<file path="src/plb_ram.sv">
module plb_ram #(
    parameter int WIDTH = 8,
    parameter int DEPTH = 16
) (
    input  logic                     i_clk,
    input  logic                     i_we,
    input  logic [$clog2(DEPTH)-1:0] i_waddr,
    input  logic [WIDTH-1:0]         i_wdata,
    input  logic [$clog2(DEPTH)-1:0] i_raddr,
    output logic [WIDTH-1:0]         o_rdata
);

    logic [WIDTH-1:0] r_mem [DEPTH];
    logic [WIDTH-1:0] r_rdata;

    always_ff @(posedge i_clk) begin
        if (i_we) begin
            r_mem[i_waddr] <= i_wdata;
        end
        r_rdata <= r_mem[i_raddr];
    end

    assign o_rdata = r_rdata;

endmodule

</file>
<file path="config.mk">
export PLATFORM = sky130hd
export DESIGN_NAME = plb_ram
export DESIGN_NICKNAME = d
export VERILOG_FILES = /design/src/plb_ram.sv
export SDC_FILE = /design/constraint.sdc
export NUM_CORES = 1
export LEC_CHECK = 0
export BUFFER_PORTS_ARGS = -buffer_cell sky130_fd_sc_hd__buf_2
export CAP_MARGIN = 5
export CORE_MARGIN = 5
export CORE_UTILIZATION = 30
export CTS_CLUSTER_SIZE = 28
export DETAILED_ROUTE_END_ITERATION = 10
export PLACE_DENSITY = 0.42
export SYNTH_ARGS = -nofsm -noshare
export SYNTH_HDL_FRONTEND = slang
export SYNTH_SLANG_ARGS = --single-unit
</file>
<file path="constraint.sdc">
create_clock -name i_clk -period 2.21 [get_ports i_clk]
set_input_delay 0.442 -clock i_clk [delete_from_list [all_inputs] [get_ports i_clk]]
set_output_delay 0.442 -clock i_clk [all_outputs]
set_load 0.01 [all_outputs]
</file>
Word level (Yosys, flattened, before mapping)
Memory sizes are Yosys's and may differ from the RTL's. A register that Yosys moved wholly into a read port is not among the register bits.
Index checks and enable logic that the tools add are counted.
{"block": "totals", "out_inout_bits": 8, "input_bits": 18, "wordCells": 3, "ram_bits": 128, "reg_bits": 0, "memories": 1}
{"block": "op_classes", "mux": 2}
{"name": "r_mem", "words": 16, "word_bits": 8, "read_ports": 1, "rd_clocked_by_memory_dff": 1, "wr": 1, "line": "13", "source": "logic [WIDTH-1:0] r_mem [DEPTH];"}
{"operator": "two-way mux 1 bit", "count": 2}

Longest topological paths before layout
Gate-level depths: netlist of run 1.
{"block": "logic_depth", "depth_word": 2, "ltp_mapped": 5}

Worst setup path before layout of run 1
Ideal clock, no wire load.
{"block": "synth_timing", "kind": "input to register", "startpoint": "in i_waddr[2]", "endpoint": "mem r_mem[0][0] (enable)", "slack_ns": 0.275, "setup_time_ns": 0.383, "required_ns": 1.827, "arrival_ns": 1.552, "path_stages": 2, "cell_sequence": "or3b_2 -> nor3_1"}
{"element": "start: declaration", "line": "7", "source": "input logic [$clog2(DEPTH)-1:0] i_waddr,"}
{"element": "end: declaration", "line": "13"}
Straight into the memory's write port.

==> results of run 1 <==
## kinds of logic after synthesis
kind of cell	count (synthesis)	synth area share, %
AO/OA/AOI/OAI	16	2.33
buffers and inverters	10	1.68
flip-flops	136	77.8
multiplexers	32	15.0
AND/OR/NAND/NOR	35	3.18
## sequential cells by signal, indices dropped and copies added, names as in the netlist
| name | count |
|---|---|
| r_mem | 128 |
| o_rdata | 8 |
## routing by layer
metal  part of all wire, %  up-vias  GRT usage (%)
li1                      -     1099              -
met1                    47     1280           16.8
met2                    48       51           18.4
met3                   3.2       12           3.15
met4                   1.3        0           5.10
met5                     0        -              0
## stage by stage
stage / power [mW] / setup WS [ns] / cells
3_5_place_dp: 3.25 / 0.312 / 492
3_3_place_gp: 3.25 / 0.306 / 492
6_report: 5.78 / 0.753 / 525
2_1_floorplan: 3.10 / 0.275 / 229
4_1_cts: 5.85 / 0.748 / 524
5_1_grt: 6.02 / 0.661 / 525
## path summary, 6_finish.rpt
kind / end / depth (start not counted) / slack (ns) / start
max: o_rdata[6] / 5 / 0.75 / i_raddr[0]
min: r_mem[13][3] / 1 / 0.42 / i_wdata[3]
max reg2reg: o_rdata[6] / 3 / 0.83 / r_mem[8][6]
min reg2reg: o_rdata[2] / 3 / 0.68 / r_mem[14][2]
## worst max-delay path: stages
cell and delay, ns:
buf_2 0.14, buf_12 0.21, mux4_2 0.53, a22oi_1 0.33
nand2_1 0.08
## cells in the mapped netlist
cell type	number
nand3b_1	2
nor2_1	13
a22oi_1	16
mux4_2	18
buf_6	3
nor2b_1	1
mux4_1	14
buf_2	3
or3b_2	1
and2_1	1
buf_4	1
edfxtp_1	128
and2b_1	1
nand2b_1	2
clkdlybuf4s25_2	3
dfxtp_1	8
nand2_1	9
nor3_1	4
nand3_1	1
## power breakdown
part / switching, mW / internal (mW)
sequential: 0.0162 / 2.89
combinational: 0.165 / 0.124
clock: 0.930 / 1.66
## layout make-up
| type | count | area share (%) |
|---|---|---|
| multi-input combinational | 83 | 16.9 |
| clock inverter | 4 | 0.679 |
| antenna | 1 | 0.0400 |
| tap | 220 | 4.40 |
| timing repair buffer | 53 | 5.96 |
| sequential | 136 | 63.9 |
| clock buffer | 28 | 8.09 |
==> impl.org, run 1 <==
** Power
- Maximum VDD drop :: 497 uV
- In this run the static leakage power is 2.12 nW.
- In this run the power density over the cells is between 900 and 1000 nW/um^2.

** Timing
- The number of max-slew violations in the final report was 0.
- Setup violations remaining at the end of the flow were counted as 0.
- After layout, the minimum clock period comes to about 1.5 ns.
- Max Clk Rate :: around 690 MHz
- Share of the clock period used by the worst path :: around 66%
- RSZ-0062 raised after global routing :: false
- Worst hold slack after final layout :: approximately 0.42 ns
- Total count of hold-check failures in the final report :: 0
- Transition at the pin with the smallest max-transition slack :: roughly 0.45 ns
- Clock skew :: about 0.0033 ns
- Setup Total Neg Slack :: 0 ns
- In this run the tightest slew margin relative to its limit is 69.7%.

** Clocking
- The clock passes through at most 2 buffers.
- Counting the buffers created by CTS gives 17.
- TritonCTS built the clock tree.
- PostCTS Resize Cnt :: 0
- Clock latency on the worst-skew pair, taken at its later pin, is 0.40 ns.
- In this run the clock root is driven by a clkbuf_16.
- The H-tree was split into 4 levels.
- CTS saw around 140 sinks.
- # Post-CTS Setup Buffers :: 0
- Register clock-pin slew on the reported worst setup and hold paths :: 0.05 ns
- Number of hold buffers added after CTS :: 0

** Finish
- P&R area growth vs syn :: 21.6%
- In the final design database the tool counted 309 nets.
- The library cell used most frequently in the layout, excluding fill and tap cells, is edfxtp_1.
- Sequential cell area :: 4000 sq um
- Core Util, Final :: between 30% and 40%
- Final non-filler cell area :: 6260 sq um
- Fill cell instance count of the final layout :: about 1500
- Share of cells above drive strength 1 :: a little under a third
- The multi-input combinational cells in the finished layout cover a total of 1060 sq um.
- In the layout the commonest cells are edfxtp_1, buf_2, buf_4.

** Run
- Across the run, the number of max-cap violations was 0.

** Detailed routing
- Across all layers, the routed design uses roughly 2400 vias.
- Via-per-instance ratio :: between 4 and 5
- Wire length reported by the detailed router :: 11.3 mm
- The detail route stage leaves a number of antenna-violating nets equal to 0.
- For this run, the detailed router's first-pass iteration total came to 4.
- Per-cell routed wire length :: about 22 microns
- Initial detailed-routing violation count :: 193
- Drc violations :: 0

** Floorplanning
- The total area inside the core boundary comes to 16700 sq um.
- During I/O placement, the number of pins put on the boundary was 26.
- The floorplan step set the die width to around 140 microns.
- Total Die Area :: 19900 sq um
- Starting Density :: 30.8%
- Floorplan row count :: between 40 and 50
- The die is 141 microns tall.

** Worst hold path
- The min-delay analysis places its worst path in the category in2reg.

** Synthesis
- The share of the Yosys chip area taken by registers is slightly below 80%.
- Counting flops and latches in the post-synthesis netlist gives ~140.
- In this run the mean area of a mapped cell was between 20 and 25 sq um.
- Synth Net Count :: 247
- The share of synthesized area in the top cell type comes to 74.7%.
- The Yosys step of the flow raised 0 warnings.
- Mapped Cells :: 229
- Summed instance area of the synthesized netlist :: slightly above 5000 sq um
- Largest area contributor in the synthesized netlist :: edfxtp_1
- The number of different library cells used by synthesis comes to 19.
- Dominant cells by area after synthesis :: edfxtp_1, mux4_2, mux4_1

** Place
- Total half-perimeter wirelength after legalization and detailed placement :: 7.16 mm
- Port buffering added 25 buffers.
- Routability congestion estimate from global placement :: roughly 0.7
- Total cell area at the placement stage :: approximately 5700 sq um

** Worst setup path
- At the worst endpoint, the required time is 2.49 ns.
- The worst setup path is captured at a flop.
- STA classifies the critical path startpoint as a primary input.
- STA puts the critical path data arrival time at ~1.7 ns.
- Of all nets on the critical path, the largest fanout is 19.
- Type of the worst setup path :: in2reg

** Global route
- Global-route wire length before repair :: 17.1 mm
- Largest net degree at the start of global routing :: 33
- The number of global-route vias before repair is roughly 2700.
- Initial antenna violation count :: 1
- After global routing the overflow that remains totals 0.
- Overall fraction of global-route tracks in use :: roughly an eighth

** Status
- Status :: finished clean
No activity file was read; power rests on OpenSTA's default activity.
==> inputs of run 2 (changes only) <==
Clock period 2.21 ns to 1.5 ns, I/O delays scaled along.
==> run 2 against run 1 <==
  * Sequential cell count unchanged
  * Critical path type is now reg2reg
  * Sequential share of layout area decreased by 1.1 points
  * Via count increased by 2.0%
  * Setup slack got worse by 0.67 ns
  * Clock power increased by 68%
  * Global-route usage increased by 0.29 points
  * Power increased by 57%
==> impl.org, run 2 (synthesis gave the netlist of run 1 again) <==
** Place
- Total half-perimeter wirelength after legalization and detailed placement :: 7.45 mm (+4.1%)
- The worst slack at placement is -0.346 ns (-0.658 ns).
- The weighted congestion at the end of routability-driven global placement is 0.721 (+1.3%).
- Number of port buffers :: 25 (unchanged)
- Placed cell count :: 497 (+1.0%)

** Worst setup path
- Type of the worst setup path :: reg2reg
- The maximum single-stage delay on the critical path came to 0.49 ns (-0.04 ns).
- The worst setup path is captured at a flop.
- The cell depth of the worst flop-to-flop path was 3 (unchanged).
- Critical path fanouts, max :: 1 (-18)
- Family with the most delay on the worst path :: multiplexers
- Worst Path Required :: 1.79 ns (-0.70 ns)
- The worst setup path is launched from a flop.
- Worst path slowest cell :: mux4_1
- The cell count along the critical path is 3 (-2).
- Traced cell by cell, the critical path runs through mux4_1 -> a22oi_1 -> nand2_1.
- Buffers & Inverters on Critical Path :: 0 (-2)
- Data arrival time of the worst path :: 1.70 ns (-0.04 ns)

** Detailed routing
- Met2 layer wire length in the routed design :: 5.63 mm (+3.6%)
- The detailed-route wire length on metal 1 is 5.22 mm (-2.7%).
- Initial detailed-routing violation count :: 116 (-40%)
- Routed Antenna Nets :: 0 (unchanged)
- The via total after detailed routing came to 2491 (+2.0%).
- Via-per-instance ratio :: 4.71 (+1.2%)
- The detailed-router iteration count before antenna repair is 4 (unchanged).
- Highest signal layer in the routed design :: met4
- The total length of routed met3 wires came to 502 microns (+38%).
- The DRC violations left was 0 (unchanged).
- Per-cell routed wire length :: 21.9 microns (+1.5%)
- Wire length reported by the detailed router :: 11.6 mm (+2.2%)

** Timing
- Final setup violation count :: 0 (unchanged)
- The post-route setup TNS is 0 ns (unchanged).
- Max Clk Rate :: 708 MHz
- The worst setup skew after layout was 0.00664 ns (+0.00335 ns).
- Final Max Tran Viols :: 0 (unchanged)
- Transition at the pin with the smallest max-transition slack :: 0.942 ns (+0.487 ns)
- Share of the clock period used by the worst path :: between 90% and 100%
- The worst relative slew slack is 37.1% (-33 points).
- Minimum clock period :: roughly 1.4 ns
- The number of failing hold endpoints at the final stage is 0 (unchanged).
- Setup repair after global routing left no endpoint under its margin.
- The post-route worst setup slack was 0.0874 ns (-0.665 ns).

** Clocking
- Maximum clock insertion buffer count :: 2 (unchanged)
- In this run the clock root is driven by a clkbuf_16.
- PostCTS Resize Cnt :: 0 (unchanged)
- The total of hold buffers inserted after clock tree synthesis was 0 (unchanged).
- H-tree levels :: 4 (unchanged)
- The clock buffer count from CTS is 17 (unchanged).
- # Post-CTS Setup Buffers :: 0 (unchanged)
- The post-CTS clock slew at the launch and capture registers of the worst setup and hold paths was 0.05 ns (about the same).
- TritonCTS built the clock tree.
- The later-pin clock latency in the skew report is 0.42 ns (+0.02 ns).
- The number of sinks on the clock net came to 136 (unchanged).

** Finish
- Layout Nets :: 314 (+1.6%)
- Share of cells above drive strength 1 :: 33.7% (+2.4 points)
- The fill cell instance count of the final layout came to 1544 (+0.32%).
- The final cell utilization of the core is 38.1% (+0.65 points).
- Most frequent cells in the layout :: edfxtp_1, buf_4, buf_2
- Multi-input combinational cell area :: 1060 sq um (+0.47%)
- Sequential cell area :: 4000 sq um (unchanged)
- r_mem holds more flip-flops than any other register.
- Most common cell after layout, fill and taps aside :: edfxtp_1
- The number of flip-flops under the largest register name is 128 (unchanged).
- P&R area growth vs syn :: 23.7%
- Final Instance Count excl. Fillers :: 529 (+0.76%)
- The antenna diode instance count came to 0 (-1).

** Floorplanning
- The die span in y came to 141 microns (unchanged).
- The area enclosed by the die boundary was 19900 sq um (unchanged).
- Core footprint :: 16700 sq um (unchanged)
- The horizontal extent of the die came to 141 microns (unchanged).
- The standard-cell row count is 47 (unchanged).
- The starting utilization of the core area was 30.8% (unchanged).
- The number of I/O pins came to 26 (unchanged).

** Global route
- Overall fraction of global-route tracks in use :: 12.5% (+0.29 points)
- The pin count of the biggest net entering global routing is 20 (-39%).
- Initial antenna violation count :: 0 (-1)
- Overflow left after global routing :: 0 (unchanged)
- Global-route wire length before repair :: 17.1 mm (+0.20%)
- Vias in the first global route :: 2564 (-3.3%)

** Worst hold path
- Cell depth of the worst min-delay path :: 1 (unchanged)
- Min-delay worst type :: in2reg

** Power
- Power Density :: 1430 nW/um^2 (+54%)
- Maximum VDD drop :: 847 uV (+71%)
- The total leakage power was 2.18 nW (+2.7%).
- The total power after layout was 9.08 mW (+57%).

** Status
- The flow ran to the end, and the final reports show no timing, DRC or antenna violations.

** Run
- The number of maximum-capacitance violations is 0 (unchanged).
[run 2: stage by stage]
stage,hold slack (ns),cell area [sq um]
after floorplan,0.399,5150
after global placement,0.666,5750
after detailed placement,0.660,5750
after CTS,0.255,6370
after global routing,0.261,6370
final,0.271,6370
[run 2: worst reg2reg max path: cells and delay by family, from the launching register on]
family,cells,cell delay [ns]
AND/OR/NAND/NOR,1,0.13
AO/OA/AOI/OAI,1,0.30
flip-flops,1,0.37
multiplexers,1,0.49
[run 2: area by class of cell]
| type | instances | share of cell area [%] |
|---|---|---|
| sequential | 136 | 62.9 |
| multi-input combinational | 83 | 16.7 |
| clock buffer | 21 | 6.91 |
| timing repair buffer | 58 | 6.44 |
| tap | 220 | 4.32 |
| clock inverter | 11 | 2.79 |
[run 2: worst paths after layout]
path                startpoint          end  slack, ns
setup / recovery   r_mem[3][2]   o_rdata[2]       0.09
hold / removal      i_wdata[4]  r_mem[6][4]       0.27
setup reg to reg   r_mem[3][2]   o_rdata[2]       0.09
hold reg to reg   r_mem[12][0]   o_rdata[0]       0.68
[run 2: layer usage]
| layer | GRT usage, % | vias up |
|---|---|---|
| met1 | 16.5 | 1314 |
| met4 | 5.51 | 0 |
| met5 | 0 | - |
| li1 | - | 1108 |
| met3 | 3.62 | 16 |
| met2 | 19.2 | 53 |
[run 2: power breakdown]
| group | switching (mW) | total (mW) | leakage, nW | internal [mW] |
|---|---|---|---|---|
| sequential | 0.0257 | 4.28 | 1.22 | 4.25 |
| clock | 1.44 | 4.36 | 0.304 | 2.92 |
| combinational | 0.247 | 0.441 | 0.655 | 0.194 |
| total | 1.71 | 9.08 | 2.18 | 7.37 |
==> inputs of run 3 (changes only) <==
--- a/config.mk
+++ b/config.mk
@@ -6,5 +6,5 @@
 export NUM_CORES = 1
 export LEC_CHECK = 0
-export BUFFER_PORTS_ARGS = -buffer_cell sky130_fd_sc_hd__buf_2
+export BUFFER_PORTS_ARGS = -buffer_cell sky130_fd_sc_hd__clkbuf_2
 export CAP_MARGIN = 5
 export CORE_MARGIN = 5
==> constraint.sdc (replaced) <==
create_clock -name i_clk -period 1.5 [get_ports i_clk]
set_input_delay 0.225 -clock i_clk [delete_from_list [all_inputs] [get_ports i_clk]]
set_output_delay 0.225 -clock i_clk [all_outputs]
set_load 0.01 [all_outputs]
==> run 3 against run 2 <==
  * First-iteration DRC count rose by 58%
  * Maximum frequency rose by 1.5%
  * Final cell count fell by 0.38%
  * Largest cell class unchanged
  * Via count is 1.6% lower
  * Clock power is 6.4% lower
  * Die area unchanged
  * Sequential cell count unchanged
  * Non-clock buffer count decreased by 2
==> impl.org, run 3 (synthesis gave the netlist of run 1 again) <==
** Detailed routing
- The final wirelength is 11.7 mm (+1.5%).
- The via total after detailed routing was 2451 (-1.6%).
- Routed Antenna Nets :: 0 (unchanged)
- The number of vias per cell came to 4.65 (-1.2%).
- Initial detailed-routing violation count :: 183 (+58%)
- The detailed-route wire length per cell is 22.3 microns (+1.9%).
- The DRC violations left was 0 (unchanged).
- The detailed-router iteration count before antenna repair is 4 (unchanged).

** Clocking
- In this run the clock root is driven by a clkbuf_16.
- The post-cts resize count came to 0 (unchanged).
- Register clock-pin slew on the reported worst setup and hold paths :: 0.06 ns (about the same)
- Clock Latency Late Sink :: 0.41 ns (about the same)
- The clock buffer count from CTS was 17 (unchanged).
- The total of hold buffers inserted after clock tree synthesis came to 0 (unchanged).
- The total setup buffers inserted after CTS was 0 (unchanged).
- CTS tree :: built
- Maximum clock insertion buffer count :: 2 (unchanged)
- H-tree levels :: 4 (unchanged)
- The number of sinks on the clock net is 136 (unchanged).

** Worst hold path
- The tightest min-delay check is of the in2reg type.

** Worst setup path
- The worst setup path is of the reg2reg kind.
- Buffers & Inverters on Critical Path :: 0 (unchanged)
- Largest incremental delay on the critical path :: 0.55 ns (+0.06 ns)
- STA classifies the critical path startpoint as a flop.
- The signal on the critical path passes through mux4_1 -> a22oi_1 -> nand2_1.
- STA classifies the critical path endpoint as a flop.
- The largest individual stage delay along the critical path comes from the cell mux4_1.
- Data arrival time of the worst path :: 1.68 ns (-0.02 ns)
- The cell family contributing the most delay on the critical path is multiplexers.
- The required time reported for the critical path endpoint was 1.79 ns (about the same).
- Critical path fanouts, max :: 1 (unchanged)

** Finish
- Leaving out fill and tap cells, the most frequent cell in the layout is edfxtp_1.
- The number of flip-flops under the largest register name is 128 (unchanged).
- Relative to the synthesized area, the layout overhead comes to 22.9%.
- The fill cell instance count of the final layout was 1552 (+0.52%).
- Layout Nets :: 312 (-0.64%)
- The layout cell share with drive strength beyond 1 came to 33.6% (-0.11 points).
- The number of cells in the finished layout apart from fillers is 527 (-0.38%).
- The antenna diode instance count is 0 (unchanged).
- Most frequent cells in the layout :: edfxtp_1, buf_4, clkbuf_2
- Final non-filler cell area :: 6320 sq um (-0.71%)
- Register with the most flip-flops :: r_mem

** Floorplanning
- The area enclosed by the die boundary came to 19900 sq um (unchanged).
- The standard-cell row count is 47 (unchanged).
- Die outline height :: 141 microns (unchanged)
- I/O pins :: 26 (unchanged)
- Core footprint :: 16700 sq um (unchanged)
- The starting utilization of the core area is 30.8% (unchanged).
- The horizontal extent of the die came to 141 microns (unchanged).

** Place
- Placed cell count :: 495 (-0.40%)
- The weighted congestion at the end of routability-driven global placement was 0.729 (+1.2%).
- Total cell area at the placement stage :: 5740 sq um (-0.26%)
- The total of buffers placed on input and output ports came to 25 (unchanged).
- The half-perimeter wire length after detailed placement is 7.58 mm (+1.7%).
- The worst slack at placement is -0.220 ns (+0.126 ns).

** Global route
- Overall fraction of global-route tracks in use :: 12.7% (+0.23 points)
- The global-route wire length before repair is 17.5 mm (+1.9%).
- The initial antenna violation count was 0 (unchanged).
- The number of global-route vias before repair came to 2670 (+4.1%).
- The remaining global-route overflow is 0 (unchanged).
- Largest net degree at the start of global routing :: 17 (-15%)

** Timing
- The worst hold slack is 0.260 ns (-0.0110 ns).
- Final Max Tran Viols :: 0 (unchanged)
- Final setup violation count :: 0 (unchanged)
- Minimum clock period :: 1.39 ns (-0.0215 ns)
- The share of the cycle needed by the critical path after routing came to 92.7% (-1.4 points).
- The worst setup skew after layout is 0.00535 ns (-0.00129 ns).
- Setup Total Neg Slack :: 0 ns (unchanged)
- The number of failing hold endpoints at the final stage is 0 (unchanged).
- Final worst setup slack :: 0.109 ns (+0.0215 ns)
- Transition at the pin with the smallest max-transition slack :: 0.892 ns (-0.0494 ns)
- RSZ-0062 raised after global routing :: false
- Max Clk Rate :: 719 MHz (+1.5%)
- Worst max-slew margin expressed relative to the limit :: 40.4% (+3.3 points)

** Power
- Power Density :: 1390 nW/um^2 (-2.5%)
- Leakage power of the design :: 2.15 nW (-1.5%)
- The worst supply voltage drop on vdd came to 687 uV (-19%).

** Status
- The run finished with clean final reports.

** Run
- MaxCap Viol Count :: 0 (unchanged)
-- run 3: per-stage QoR --
step / power, mW / utilization (%)
after detailed placement: 4.81 / 34.3
after global routing: 9.13 / 37.9
final: 8.79 / 37.9
after CTS: 8.92 / 37.9
after floorplan: 4.57 / -
after global placement: 4.81 / 34.3
-- run 3: worst register-to-register path, delay by kind of cell, from the launching register on --
family | cells | cell delay [ns]
mux | 1 | 0.55
simple gates | 1 | 0.08
flops | 1 | 0.35
compound gates | 1 | 0.29
-- run 3: final cells by class --
type | instances | area (sq um) | area share [%]
Multi-Input combinational cell | 83 | 1060 | 16.8
Clock buffer | 20 | 437 | 6.90
Sequential cell | 136 | 4000 | 63.3
Tap cell | 220 | 275 | 4.35
Timing Repair Buffer | 56 | 395 | 6.25
Clock inverter | 12 | 151 | 2.39
-- run 3: path summary, 6_finish.rpt --
kind / start / depth (start not counted) / endpoint / slack (ns)
setup / recovery: r_mem[4][3] / 3 / o_rdata[3] / 0.11
hold / removal: i_wdata[4] / 1 / r_mem[6][4] / 0.26
setup reg to reg: r_mem[4][3] / 3 / o_rdata[3] / 0.11
hold reg to reg: r_mem[15][3] / 3 / o_rdata[3] / 0.68
-- run 3: where the power goes --
group | switching, mW | internal, mW
Sequential | 0.0279 | 4.25
Combinational | 0.247 | 0.189
Clock | 1.47 | 2.61
Total | 1.75 | 7.05
-- run 3: per-layer routing --
| layer | global-route usage (%) | share of wire (%) |
|---|---|---|
| met1 | 16.9 | 47 |
| met2 | 20.0 | 49 |
| met3 | 3.56 | 2.7 |
| met4 | 4.90 | 1.6 |
| met5 | 0 | 0 |
